==> src/rtl/chc_pkg.sv <==
// Types, codes and constants of the climate hysteresis controller.
`timescale 1ns / 1ps

package chc_pkg;

  // Comparison width: wide enough for every field plus or minus any margin.
  localparam int CMP_W = 18;
  typedef logic signed [CMP_W-1:0] cmp_t;

  localparam int CFG_INDEX_W = 3;
  localparam int CFG_DATA_W  = 14;

  // Register indexes on the configuration port.
  localparam logic [CFG_INDEX_W-1:0] REG_TEMP_MIN      = 3'd0;
  localparam logic [CFG_INDEX_W-1:0] REG_TEMP_MAX      = 3'd1;
  localparam logic [CFG_INDEX_W-1:0] REG_HUM_MIN       = 3'd2;
  localparam logic [CFG_INDEX_W-1:0] REG_HUM_MAX       = 3'd3;
  localparam logic [CFG_INDEX_W-1:0] REG_CO2_MAX       = 3'd4;
  localparam logic [CFG_INDEX_W-1:0] REG_LOCAL_MODE    = 3'd5;
  localparam logic [CFG_INDEX_W-1:0] REG_TEMP_TRIP     = 3'd6;
  localparam logic [CFG_INDEX_W-1:0] REG_TEMP_RELEASE  = 3'd7;

  // Request kinds.
  localparam logic [1:0] KIND_EVAL   = 2'd0;
  localparam logic [1:0] KIND_REPORT = 2'd1;
  localparam logic [1:0] KIND_LIGHT  = 2'd2;

  // Alarm codes.
  localparam logic [2:0] ALARM_NONE          = 3'd0;
  localparam logic [2:0] ALARM_OVERHEAT      = 3'd1;
  localparam logic [2:0] ALARM_HIGH_TEMP     = 3'd2;
  localparam logic [2:0] ALARM_LOW_TEMP      = 3'd3;
  localparam logic [2:0] ALARM_HIGH_HUM      = 3'd4;
  localparam logic [2:0] ALARM_LOW_HUM       = 3'd5;
  localparam logic [2:0] ALARM_HIGH_CO2      = 3'd6;
  localparam logic [2:0] ALARM_OVERHEAT_CLEAR = 3'd7;

  // Overheat status codes as reported on the result channel.
  localparam logic [1:0] STATUS_NONE     = 2'd0;
  localparam logic [1:0] STATUS_ACTIVE   = 2'd1;
  localparam logic [1:0] STATUS_RECOVERY = 2'd2;

  // Hysteresis bands and fixed margins, all in sensor units.
  localparam cmp_t TEMP_BAND         = cmp_t'(5);
  localparam cmp_t HUM_BAND          = cmp_t'(30);
  localparam cmp_t CO2_BAND          = cmp_t'(100);
  localparam cmp_t VENT_MARGIN       = cmp_t'(10);
  localparam cmp_t ALARM_TEMP_MARGIN = cmp_t'(30);
  localparam cmp_t ALARM_HUM_MARGIN  = cmp_t'(50);
  localparam cmp_t ALARM_CO2_MARGIN  = cmp_t'(500);
  localparam cmp_t HUMID_BLOCK_TEMP  = cmp_t'(275);
  localparam cmp_t HUMID_STOP_TEMP   = cmp_t'(280);

  // Post-vent humidifier window in milliseconds.
  localparam logic [31:0] POST_DELAY_MS  = 32'd30000;
  localparam logic [31:0] POST_LENGTH_MS = 32'd60000;
  localparam logic [31:0] POST_END_MS    = POST_DELAY_MS + POST_LENGTH_MS;

  typedef enum logic [2:0] {
    MODE_NORMAL   = 3'b001,
    MODE_OVERHEAT = 3'b010,
    MODE_COOLDOWN = 3'b100
  } oh_mode_t;

  typedef struct packed {
    logic signed [11:0] temp_min;
    logic signed [11:0] temp_max;
    logic [9:0]         hum_min;
    logic [9:0]         hum_max;
    logic [13:0]        co2_max;
    logic               local_mode;
    logic signed [11:0] temp_trip;
    logic signed [11:0] temp_release;
  } cfg_t;

  typedef struct packed {
    logic [1:0]         kind;
    logic signed [11:0] temperature;
    logic [9:0]         humidity;
    logic [13:0]        co2_ppm;
    logic [31:0]        now_ms;
    logic               light_request;
  } item_t;

  typedef struct packed {
    logic        heating;
    logic        venting;
    logic        humidifying;
    logic        light_on;
    oh_mode_t    mode;
    logic        post_armed;
    logic [31:0] post_start_ms;
  } state_t;

  // Input tdata layout, lowest field in the lowest bits.
  typedef struct packed {
    logic [2:0]         pad;
    logic               light_request;
    logic [31:0]        now_ms;
    logic [13:0]        co2_ppm;
    logic [9:0]         humidity;
    logic signed [11:0] temperature;
  } in_word_t;

  // Output tdata layout, lowest field in the lowest bits.
  typedef struct packed {
    logic [6:0] pad;
    logic [1:0] overheat_status;
    logic [2:0] alarm_code;
    logic       light_drive;
    logic       humidifier_on;
    logic       vent_drive;
    logic       heater_on;
  } out_word_t;

endpackage

==> src/rtl/chc_cfg_regs.sv <==
// Setpoint and mode registers written through the configuration port.
`timescale 1ns / 1ps

module chc_cfg_regs
  import chc_pkg::*;
(
  input  logic                   clk,
  input  logic                   rst_n,
  input  logic                   cfg_we,
  input  logic [CFG_INDEX_W-1:0] cfg_index,
  input  logic [CFG_DATA_W-1:0]  cfg_wdata,
  output cfg_t                   cfg
);

  cfg_t cfg_r;

  always_ff @(posedge clk) begin
    if (!rst_n) begin
      cfg_r.temp_min      <= 12'sd180;
      cfg_r.temp_max      <= 12'sd240;
      cfg_r.hum_min       <= 10'd800;
      cfg_r.hum_max       <= 10'd950;
      cfg_r.co2_max       <= 14'd1000;
      cfg_r.local_mode    <= 1'b1;
      cfg_r.temp_trip     <= 12'sd350;
      cfg_r.temp_release  <= 12'sd300;
    end else if (cfg_we) begin
      unique case (cfg_index)
        REG_TEMP_MIN:      cfg_r.temp_min      <= cfg_wdata[11:0];
        REG_TEMP_MAX:      cfg_r.temp_max      <= cfg_wdata[11:0];
        REG_HUM_MIN:       cfg_r.hum_min       <= cfg_wdata[9:0];
        REG_HUM_MAX:       cfg_r.hum_max       <= cfg_wdata[9:0];
        REG_CO2_MAX:       cfg_r.co2_max       <= cfg_wdata[13:0];
        REG_LOCAL_MODE:    cfg_r.local_mode    <= cfg_wdata[0];
        REG_TEMP_TRIP:     cfg_r.temp_trip     <= cfg_wdata[11:0];
        REG_TEMP_RELEASE:  cfg_r.temp_release  <= cfg_wdata[11:0];
        default: ;
      endcase
    end
  end

  assign cfg = cfg_r;

endmodule

==> src/rtl/chc_eval.sv <==
// Evaluation of one request: hysteresis flags, overheat mode, relays and alarm.
`timescale 1ns / 1ps

module chc_eval
  import chc_pkg::*;
(
  input  item_t     item,
  input  state_t    st,
  input  cfg_t      cfg,
  output state_t    st_nxt,
  output out_word_t res
);

  cmp_t        t, h, c;
  cmp_t        tmin, tmax, hmin, hmax, cmax, tcrit, trec;
  logic        co2_valid;
  logic        vent_prev, need;
  logic [31:0] elapsed;
  logic        in_window;

  always_comb begin
    t     = cmp_t'(item.temperature);
    h     = cmp_t'(item.humidity);
    c     = cmp_t'(item.co2_ppm);
    tmin  = cmp_t'(cfg.temp_min);
    tmax  = cmp_t'(cfg.temp_max);
    hmin  = cmp_t'(cfg.hum_min);
    hmax  = cmp_t'(cfg.hum_max);
    cmax  = cmp_t'(cfg.co2_max);
    tcrit = cmp_t'(cfg.temp_trip);
    trec  = cmp_t'(cfg.temp_release);
    co2_valid = (item.co2_ppm != '0);

    st_nxt    = st;
    res       = '0;
    vent_prev = st.venting;
    need      = 1'b0;
    elapsed   = '0;
    in_window = 1'b0;

    case (item.kind)
      KIND_EVAL: begin
        if (st.mode == MODE_OVERHEAT) begin
          // Overheat holds the vent on and everything else off.
          res.vent_drive = 1'b1;
        end else begin
          res.light_drive = st.light_on;
          if (st.mode == MODE_COOLDOWN) begin
            st_nxt.mode    = MODE_NORMAL;
            st_nxt.venting = 1'b0;
            res.alarm_code = ALARM_OVERHEAT_CLEAR;
            vent_prev      = 1'b0;
          end
          if (cfg.local_mode) begin
            need = (t >= tmax + VENT_MARGIN) || (co2_valid && (c >= cmax + CO2_BAND));
            if (vent_prev) begin
              need = !((t < tmax - VENT_MARGIN) && (!co2_valid || (c < cmax - CO2_BAND)));
            end
            // A vent turn-off arms the post-vent window from this timestamp.
            if (vent_prev && !need) begin
              st_nxt.post_armed    = 1'b1;
              st_nxt.post_start_ms = item.now_ms;
            end
            st_nxt.venting = need;

            if (need) begin
              st_nxt.heating = 1'b0;
            end else if (st.heating) begin
              if (t >= tmax) st_nxt.heating = 1'b0;
            end else if (t <= tmin - TEMP_BAND) begin
              st_nxt.heating = 1'b1;
            end

            if (need || (t >= HUMID_BLOCK_TEMP)) begin
              st_nxt.humidifying = 1'b0;
            end else if (st.humidifying) begin
              if ((h >= hmax) || (t >= HUMID_STOP_TEMP)) st_nxt.humidifying = 1'b0;
            end else if (h <= hmin - HUM_BAND) begin
              st_nxt.humidifying = 1'b1;
            end

            // The window is only looked at while the vent is off.
            elapsed = item.now_ms - st_nxt.post_start_ms;
            if (!need && st_nxt.post_armed) begin
              in_window = (elapsed >= POST_DELAY_MS) && (elapsed < POST_END_MS);
              if (elapsed >= POST_END_MS) st_nxt.post_armed = 1'b0;
            end

            res.vent_drive    = need;
            res.heater_on     = st_nxt.heating;
            res.humidifier_on = st_nxt.humidifying || in_window;

            if (t > tmax + ALARM_TEMP_MARGIN) begin
              res.alarm_code = ALARM_HIGH_TEMP;
            end else if (t < tmin - ALARM_TEMP_MARGIN) begin
              res.alarm_code = ALARM_LOW_TEMP;
            end else if (h > hmax + ALARM_HUM_MARGIN) begin
              res.alarm_code = ALARM_HIGH_HUM;
            end else if (h < hmin - ALARM_HUM_MARGIN) begin
              res.alarm_code = ALARM_LOW_HUM;
            end else if (co2_valid && (c > cmax + ALARM_CO2_MARGIN)) begin
              res.alarm_code = ALARM_HIGH_CO2;
            end
          end
        end
      end
      KIND_REPORT: begin
        if (t >= tcrit) begin
          if (st.mode != MODE_OVERHEAT) begin
            st_nxt.mode    = MODE_OVERHEAT;
            res.alarm_code = ALARM_OVERHEAT;
          end
        end else if ((t < trec) && (st.mode == MODE_OVERHEAT)) begin
          st_nxt.mode = MODE_COOLDOWN;
        end
        res.light_drive = st.light_on;
      end
      KIND_LIGHT: begin
        st_nxt.light_on = item.light_request;
        res.light_drive = item.light_request;
      end
      default: begin
        res.light_drive = st.light_on;
      end
    endcase

    unique case (st_nxt.mode)
      MODE_NORMAL:   res.overheat_status = STATUS_NONE;
      MODE_OVERHEAT: res.overheat_status = STATUS_ACTIVE;
      MODE_COOLDOWN: res.overheat_status = STATUS_RECOVERY;
      default:       res.overheat_status = STATUS_NONE;
    endcase
  end

endmodule

==> src/rtl/climate_hysteresis_controller.sv <==
// Top level of the climate hysteresis controller: request, state and result registers.
`timescale 1ns / 1ps

// Climate hysteresis controller. Every request (sensor sample, overheat report
// or light command) is taken into an input register, evaluated against the
// setpoints and the controller state, and its single result is placed in an
// output register. The block takes one request per clock cycle while the
// result channel is not stalled; a result is valid on the result channel once
// it has passed the input register, the evaluation stage and the result
// register. The evaluation stage between the input and result registers is
// also where the hysteresis flags and overheat mode are updated. The output
// register holds a result while out_tready is low, and the input register
// keeps accepting until both stages are full. Setpoint writes take effect on
// the next cycle and are meant to be done while no request is in flight.

module climate_hysteresis_controller
  import chc_pkg::*;
(
  input  logic                   clk,
  input  logic                   rst_n,
  input  logic                   in_tvalid,
  output logic                   in_tready,
  // temperature[11:0], humidity[21:12], co2_ppm[35:22], now_ms[67:36],
  // light_request[68], zeros above
  input  logic [71:0]            in_tdata,
  // kind[1:0]
  input  logic [1:0]             in_tuser,
  output logic                   out_tvalid,
  input  logic                   out_tready,
  // heater_on[0], vent_drive[1], humidifier_on[2], light_drive[3],
  // alarm_code[6:4], overheat_status[8:7], zeros above
  output logic [15:0]            out_tdata,
  input  logic                   cfg_we,
  input  logic [CFG_INDEX_W-1:0] cfg_index,
  input  logic [CFG_DATA_W-1:0]  cfg_wdata
);

  cfg_t      cfg;
  in_word_t  in_word;
  item_t     s1_item_r;
  logic      s1_valid_r;
  logic      s1_adv;
  state_t    st_r, st_nxt;
  out_word_t res;
  out_word_t out_data_r;
  logic      out_valid_r;

  chc_cfg_regs u_cfg (
    .clk       (clk),
    .rst_n     (rst_n),
    .cfg_we    (cfg_we),
    .cfg_index (cfg_index),
    .cfg_wdata (cfg_wdata),
    .cfg       (cfg)
  );

  assign in_word   = in_word_t'(in_tdata);
  assign s1_adv    = s1_valid_r && (!out_valid_r || out_tready);
  assign in_tready = !s1_valid_r || s1_adv;

  always_ff @(posedge clk) begin
    if (!rst_n) begin
      s1_valid_r <= 1'b0;
    end else if (in_tready) begin
      s1_valid_r <= in_tvalid;
    end
  end

  always_ff @(posedge clk) begin
    if (in_tready && in_tvalid) begin
      s1_item_r.kind          <= in_tuser;
      s1_item_r.temperature   <= in_word.temperature;
      s1_item_r.humidity      <= in_word.humidity;
      s1_item_r.co2_ppm       <= in_word.co2_ppm;
      s1_item_r.now_ms        <= in_word.now_ms;
      s1_item_r.light_request <= in_word.light_request;
    end
  end

  chc_eval u_eval (
    .item   (s1_item_r),
    .st     (st_r),
    .cfg    (cfg),
    .st_nxt (st_nxt),
    .res    (res)
  );

  // Controller state moves only when a request leaves the input register.
  always_ff @(posedge clk) begin
    if (!rst_n) begin
      st_r.heating       <= 1'b0;
      st_r.venting       <= 1'b0;
      st_r.humidifying   <= 1'b0;
      st_r.light_on      <= 1'b0;
      st_r.mode          <= MODE_NORMAL;
      st_r.post_armed    <= 1'b0;
      st_r.post_start_ms <= '0;
    end else if (s1_adv) begin
      st_r <= st_nxt;
    end
  end

  always_ff @(posedge clk) begin
    if (!rst_n) begin
      out_valid_r <= 1'b0;
    end else if (!out_valid_r || out_tready) begin
      out_valid_r <= s1_valid_r;
    end
  end

  always_ff @(posedge clk) begin
    if (s1_adv) begin
      out_data_r <= res;
    end
  end

  assign out_tvalid = out_valid_r;
  assign out_tdata  = out_data_r;

endmodule

==> config.mk <==
export PLATFORM = sky130hd
export DESIGN_NAME = climate_hysteresis_controller
export DESIGN_NICKNAME = d
export VERILOG_FILES = /design/src/rtl/chc_pkg.sv /design/src/rtl/chc_cfg_regs.sv /design/src/rtl/chc_eval.sv /design/src/rtl/climate_hysteresis_controller.sv
export SDC_FILE = /design/constraint.sdc
export NUM_CORES = 1
export LEC_CHECK = 0
export BUFFER_PORTS_ARGS = -buffer_cell sky130_fd_sc_hd__buf_4
export CAP_MARGIN = 5
export CORE_UTILIZATION = 60
export CTS_BUF_LIST = sky130_fd_sc_hd__clkbuf_2 sky130_fd_sc_hd__clkbuf_4 sky130_fd_sc_hd__clkbuf_8
export CTS_CLUSTER_DIAMETER = 80
export CTS_CLUSTER_SIZE = 24
export DETAILED_ROUTE_END_ITERATION = 7
export PLACE_DENSITY = 0.77
export SYNTH_ARGS = -nofsm -noshare
export SYNTH_HDL_FRONTEND = slang
export SYNTH_SLANG_ARGS = --single-unit
==> constraint.sdc <==
create_clock -name clk -period 11.55 [get_ports clk]
set_input_delay 1.7325 -clock clk [delete_from_list [all_inputs] [get_ports clk]]
set_output_delay 1.7325 -clock clk [all_outputs]
set_load 0.02 [all_outputs]
**Word level (Yosys, flattened, before mapping)**

Cells that the tools add are included.

- Output and inout bits: 18
- Input bits: 96
- Register bits: 205

- Add/subtract/negate cells: 12
- Equal/unequal tests: 14
- Magnitude comparators: 20
- Reduce and logical (&&, ||, !) cells: 36
- Muxes and demuxes: 51
- Bitwise operators: 3

Operators by type and width:

| cell | number |
|---|---|
| two-way mux 33 bit | 5 |
| two-way mux 3 bit | 13 |
| two-way mux 36 bit | 1 |
| greater-or-equal comparator 32 x 15 -> 1 bit (second input constant) | 1 |
| greater-or-equal comparator 32 x 17 -> 1 bit (second input constant) | 1 |
| < comparator 32 x 17 -> 1 bit (second input constant) | 1 |
| subtractor 32 bit | 1 |
| < comparator 12 x 13 -> 1 bit | 2 |
| two-way mux 1 bit | 26 |
| greater-or-equal comparator 12 x 10 -> 1 bit (second input constant) | 2 |
| greater-or-equal comparator 12 bit | 2 |
| == test 3 bit (second input constant) | 6 |
| greater-or-equal comparator 15 x 18 -> 1 bit | 1 |
| > comparator 11 x 18 -> 1 bit | 1 |
| > comparator 15 x 18 -> 1 bit | 1 |
| <= comparator 11 x 18 -> 1 bit | 1 |
| < comparator 11 x 18 -> 1 bit | 1 |
| < comparator 15 x 18 -> 1 bit | 1 |
| AND reduction 2 bit | 9 |
| adder 14 x 7 -> 15 bit (second input constant) | 1 |
| adder 14 x 9 -> 15 bit (second input constant) | 1 |
| subtractor 14 x 7 -> 15 bit (second input constant) | 1 |
| nonzero test 14 bit | 1 |
| adder 12 x 5 -> 13 bit (second input constant) | 1 |
| 31 further kinds | 55 |

**Logic depth before layout (Yosys ltp)**

- Word-level depth: 26
- Mapped depth: 29
- Depth with buffers taken out: 27

**Hierarchy**

Synthesis repeated with hierarchy kept, for this count alone.

- Cell total of the unflattened synthesis: 1776
- Area, all modules: 16325.7 um^2

By module, submodules not included:

| module | sequential area each (um^2) | instances | cells each | area each (um^2) |
|---|---|---|---|---|
| chc_eval | 0.0 | 1 | 1195 | 8737.1 |
| climate_hysteresis_controller | 3453.3 | 1 | 270 | 4339.2 |
| chc_cfg_regs | 1661.6 | 1 | 311 | 3249.4 |

**Worst setup path after synthesis**

Ideal clock, no wire load.

- Kind: reg2reg
- Start: register u_cfg.cfg_r (netlist bit u_cfg.cfg[60])
- End: register out_data_r (netlist bit out_tdata[2]), data pin
- Clock period less this slack: 6.470 ns
- Path slack: 5.080 ns
- Stages on the path, launching flop included: 28
- Data required time: 11.409 ns
- Arrival: 6.329 ns
- Setup time: 0.141 ns
- Cells stage by stage: dfxtp_1 -> inv_1 -> ha_1 -> o21ai_0 -> xnor2_1 -> ha_1 -> a2111o_1 -> a211oi_1 -> a211oi_1 -> mux2i_1 -> o211ai_1 -> clkbuf_1 -> clkbuf_1 -> nand2_1 -> o21ai_0 -> ha_1 -> inv_1 -> fa_1 -> a21o_1 -> a311oi_2 -> or4_1 -> a21oi_1 -> o311ai_1 -> nor4_1 -> a2111oi_0 -> nand4_1 -> or4_4 -> a21oi_2

- Word-level cells in the longest chain between the ends: 22

RTL lines:

| item | RTL line | source |
|---|---|---|
| start, declared | chc_cfg_regs.sv:15 | `cfg_t cfg_r;` |
| subtractor 12 x 5 -> 13 bit | chc_eval.sv:57 | `need = !((t < tmax - VENT_MARGIN) && (!co2_valid \|\| (c < cmax - CO2_BAND)));` |
| < comparator 12 x 13 -> 1 bit | chc_eval.sv:57 |  |
| logical AND 1 bit | chc_eval.sv:57 |  |
| logical NOT 1 bit | chc_eval.sv:57 |  |
| two-way mux 1 bit * | chc_eval.sv:56 | `if (vent_prev) begin` |
| two-way mux 1 bit * | chc_eval.sv:54 | `if (cfg.local_mode) begin` |
| two-way mux 1 bit * | chc_eval.sv:43 | `if (st.mode == MODE_OVERHEAT) begin` |
| two-way mux 1 bit * | chc_eval.sv:41 | `case (item.kind)` |
| (+6 left out) | n/a |  |
| subtractor 32 bit | chc_eval.sv:83 | `elapsed = item.now_ms - st_nxt.post_start_ms;` |
| greater-or-equal comparator 32 x 15 -> 1 bit / < comparator 32 x 17 -> 1 bit (equally long branches) | chc_eval.sv:85 | `in_window = (elapsed >= POST_DELAY_MS) && (elapsed < POST_END_MS);` |
| logical AND 1 bit | chc_eval.sv:85 |  |
| two-way mux 1 bit | chc_eval.sv:84 | `if (!need && st_nxt.post_armed) begin` |
| two-way mux 1 bit | chc_eval.sv:54 |  |
| two-way mux 1 bit | chc_eval.sv:43 |  |
| two-way mux 1 bit | chc_eval.sv:41 |  |
| logical OR 1 bit * | chc_eval.sv:91 | `res.humidifier_on = st_nxt.humidifying \|\| in_window;` |
| end signal, assigned | climate_hysteresis_controller.sv:113 | `out_data_r <= res;` |
| end, declared | climate_hysteresis_controller.sv:45 | `out_word_t out_data_r;` |

Mark *: on every way between the ends. The rest lies on a longest branch, timed or not. The select of a mux whose other input is x is not followed.
A chain may end at the register's enable or synchronous reset.

**Worst setup path after layout**

Ends and elaborated chain as after synthesis.

==> results.ini <==
[outcome]
outcome = finished with violations
violations = design-rule violations

[sta]
tns_ps = 0
layout_min_cycle_time_ps = 7410
setup_ws_ps = 4140
setup_viol = 0
hold_ws_ps = 478
finalHoldViolCount = 0
skew_ps = 38.5
fmax_mhz = 135
relSlewSlack_pct = 23.7
drv_slew = 0
tightest_slew_ps = 1140
min_period_over_period_pct = 64.1
rsz0062_at_grt = false

[clock_network]
holdBufCountCts = 0
cts_setup_buffers = 0
path_clk_slew_ps = 130
cts.path.max_buffers = 3
htreeDepth = 1
ctsRootBufferMaster = clkbuf_8
cts_tree = yes
cts_made_buffers = 15
cts_resized = 0
worstSkewPairLatency_ps = 560
clock-sinks = 205

[synthesis]
synth_commonest_cells = 269 x nand2_1, 208 x ha_1, 125 x dfxtp_1
netlist_instances = 1746
yosysSeqAreaShare_pct = 32.0
synthXorXnorAreaFrac_pct = 5.88
syn_area_sq_um = 15300
synthAdderAreaFrac_pct = 17.1
synth-edff-count = 80
synth_cell_type_count = 86
synth.area.top_cells = ha_1 17%, dfxtp_1 16%, edfxtp_1 16%, nand2_1 6.6%, xnor2_1 4.0%
synth_compound_area_share_pct = 19.6
synthMuxAreaShare_pct = 2.51
synth_top_area_share_pct = 17.0
synth_top_area_cell = ha_1
postSynthAreaPerCell_sq_um = 8.78
yosys_warnings = 0
yosysMostFrequentCell = nand2_1
ys_ff_latch = 205
yosys.area_share.simple_pct = 18.8
synthArstFlopShare_pct = 0
synth_top_family_by_area = compound AO/OA/AOI/OAI gates
synth_flop_cell = dfxtp_1

[global_routing]
antenna_found_initial = 0
grt_overflow_total = 0
grt_pass1_vias = 12400
grt_max_degree = 106
grt_usage_pct = 29.1
grt_first_pass_wirelength_microns = 61600

[detailed_routing]
drt_iter0_drc = 973
wire_per_inst_microns = 17.8
drcViolationCount = 1
vias_per_cell = 6.08
antenna_left = 0
wl_microns = 37900
routed-via-count = 13000
dr.pass1.iters = 7

[floorplanning]
die-area_sq_um = 26200
pin_count = 114
die_h_microns = 162
die_width_microns = 162
start_util_pct = 61.1
core-area_sq_um = 25100
rows = 58

[worst_hold_path]
hp-class = register to register

[place]
dp.cells = 2104
placedInstanceArea_sq_um = 16200
post-dp-hpwl_microns = 28500
gp_congestion = 0.925
pre_cts_slack_ps = 4190
io_buffers = 103

[finish]
nNetsFinal = 2096
finalInstanceArea_sq_um = 16600
fin_util_pct = 65.9
area_growth_pct = 7.99
final.fill_count = 2141
final_layout_size_suffix_gt1_share_pct = 8.73
instances_no_fill = 2129
multi_input_area_sq_um = 9830
seq_area_sq_um = 4900
num_antenna_cells = 0

[power]
combPwrFrac_pct = 22.1
p_per_area_nw_per_um2 = 96.1
intPower_mw = 1.08
power.switching_mw = 0.506
clkPwrFrac_pct = 26.3
swShare_pct = 31.8
p_leak_nw = 7.18
peakVddDrop_v = 0.000132
finalPower_mw = 1.59
seqPwrFrac_pct = 51.6

[run]
cap_violations = 0

[setup_path]
critPathRequiredTime_ps = 11960
cp-end-kind = register
cp-start-kind = register
crit_arrival_ps = 7820
critPathMaxFanout = 36
critPathKind = register to register

critical path: stages, from the launching register on:
cell       delay [ps]
dfxtp_1           470
inv_1             110
ha_1              270
o21ai_0           380
xnor2_1           180
ha_1              270
a2111o_1          430
a211oi_1          230
a211oi_1          120
mux2i_1           190
o211ai_1          130
buf_4             540
mux2i_1           410
ha_1              290
nor2b_1           140
o31ai_1           470
a21oi_1           230
a311oi_1          610
nor2_1            160
o32a_1            330
a2111oi_0         400
nand4_1           190
or4_4             560
a21oi_2           150
power by group through the flow:
| stage | Clock [mW] | Sequential (mW) | Combinational, mW |
|---|---|---|---|
| final | 0.418 | 0.821 | 0.352 |
| after CTS | 0.428 | 0.820 | 0.351 |
| after floorplan | 0 | 0.819 | 0.255 |
| after detailed placement | 0 | 0.836 | 0.349 |
| after global routing | 0.451 | 0.825 | 0.397 |
| after global placement | 0 | 0.835 | 0.337 |
routing by layer:
layer	vias to the layer above	global-route usage, %	wire, microns
li1	6412	-	-
met3	83	3.35	1690
met2	308	50.3	18000
met5	-	0	0
met4	0	10.1	1290
met1	6147	37.6	16900
area by class of cell:
class                   count  area share [%]
clock buffers              17            1.34
flip-flops and latches    205            29.6
clock inverters             8           0.597
repair buffers            108            4.90
well taps                 330            2.49
multi-input cells        1388            59.4
inverters                  73            1.66
cells in the final DEF (no fill, tap or decap), types with 5 or more instances in the layout:
cell type  instances
o2111ai_1          6
nand2b_1          26
inv_1             72
and3_1            11
nor2_1            82
or3_1              5
a21o_1            34
a211o_1            5
o31ai_1            6
o21ai_0           59
nand4_1           28
o211ai_1          33
o21a_1            27
a211oi_1          14
nand2_1          269
ha_1             208
mux2i_1           37
o211a_1           32
conb_1             7
clkbuf_8          15
a21boi_0          57
a21oi_1           83
and2_1             9
xor2_1            33
dfxtp_1          125
xnor2_1           70
nor4_1            16
nor2b_1           26
nor3_1            34
a31oi_1           11
nand3_1           54
buf_4            108
nand3b_1           7
o22ai_1            6
nor3b_1            7
edfxtp_1          80
a31o_2             5
kinds of logic (layout without fill, tap and decap cells):
logic type / count (synthesis) / in the layout
buf+inv: 159 / 206
xor+xnor: 103 / 103
other cells: 1 / 7
fa+ha+maj: 209 / 209
compound gates: 427 / 427
mux: 38 / 38
flops: 205 / 205
simple gates: 604 / 604
worst paths after layout:
check	startpoint	endpoint	slack, ps	depth (start not counted)
max	u_cfg.cfg[60]	out_tdata[2]	4140	23
min	u_cfg.cfg[17]	u_cfg.cfg[17]	480	2
max reg2reg	u_cfg.cfg[60]	out_tdata[2]	4140	23
min reg2reg	u_cfg.cfg[17]	u_cfg.cfg[17]	480	2
registers in the layout, summed over array words and instances, names as in the netlist:
name and cells:
out_tdata 9, s1_item_r 71, st_r 40, out_tvalid 1, u_cfg.cfg 83, s1_valid_r 1
No activity file was read; power rests on OpenSTA's default activity.
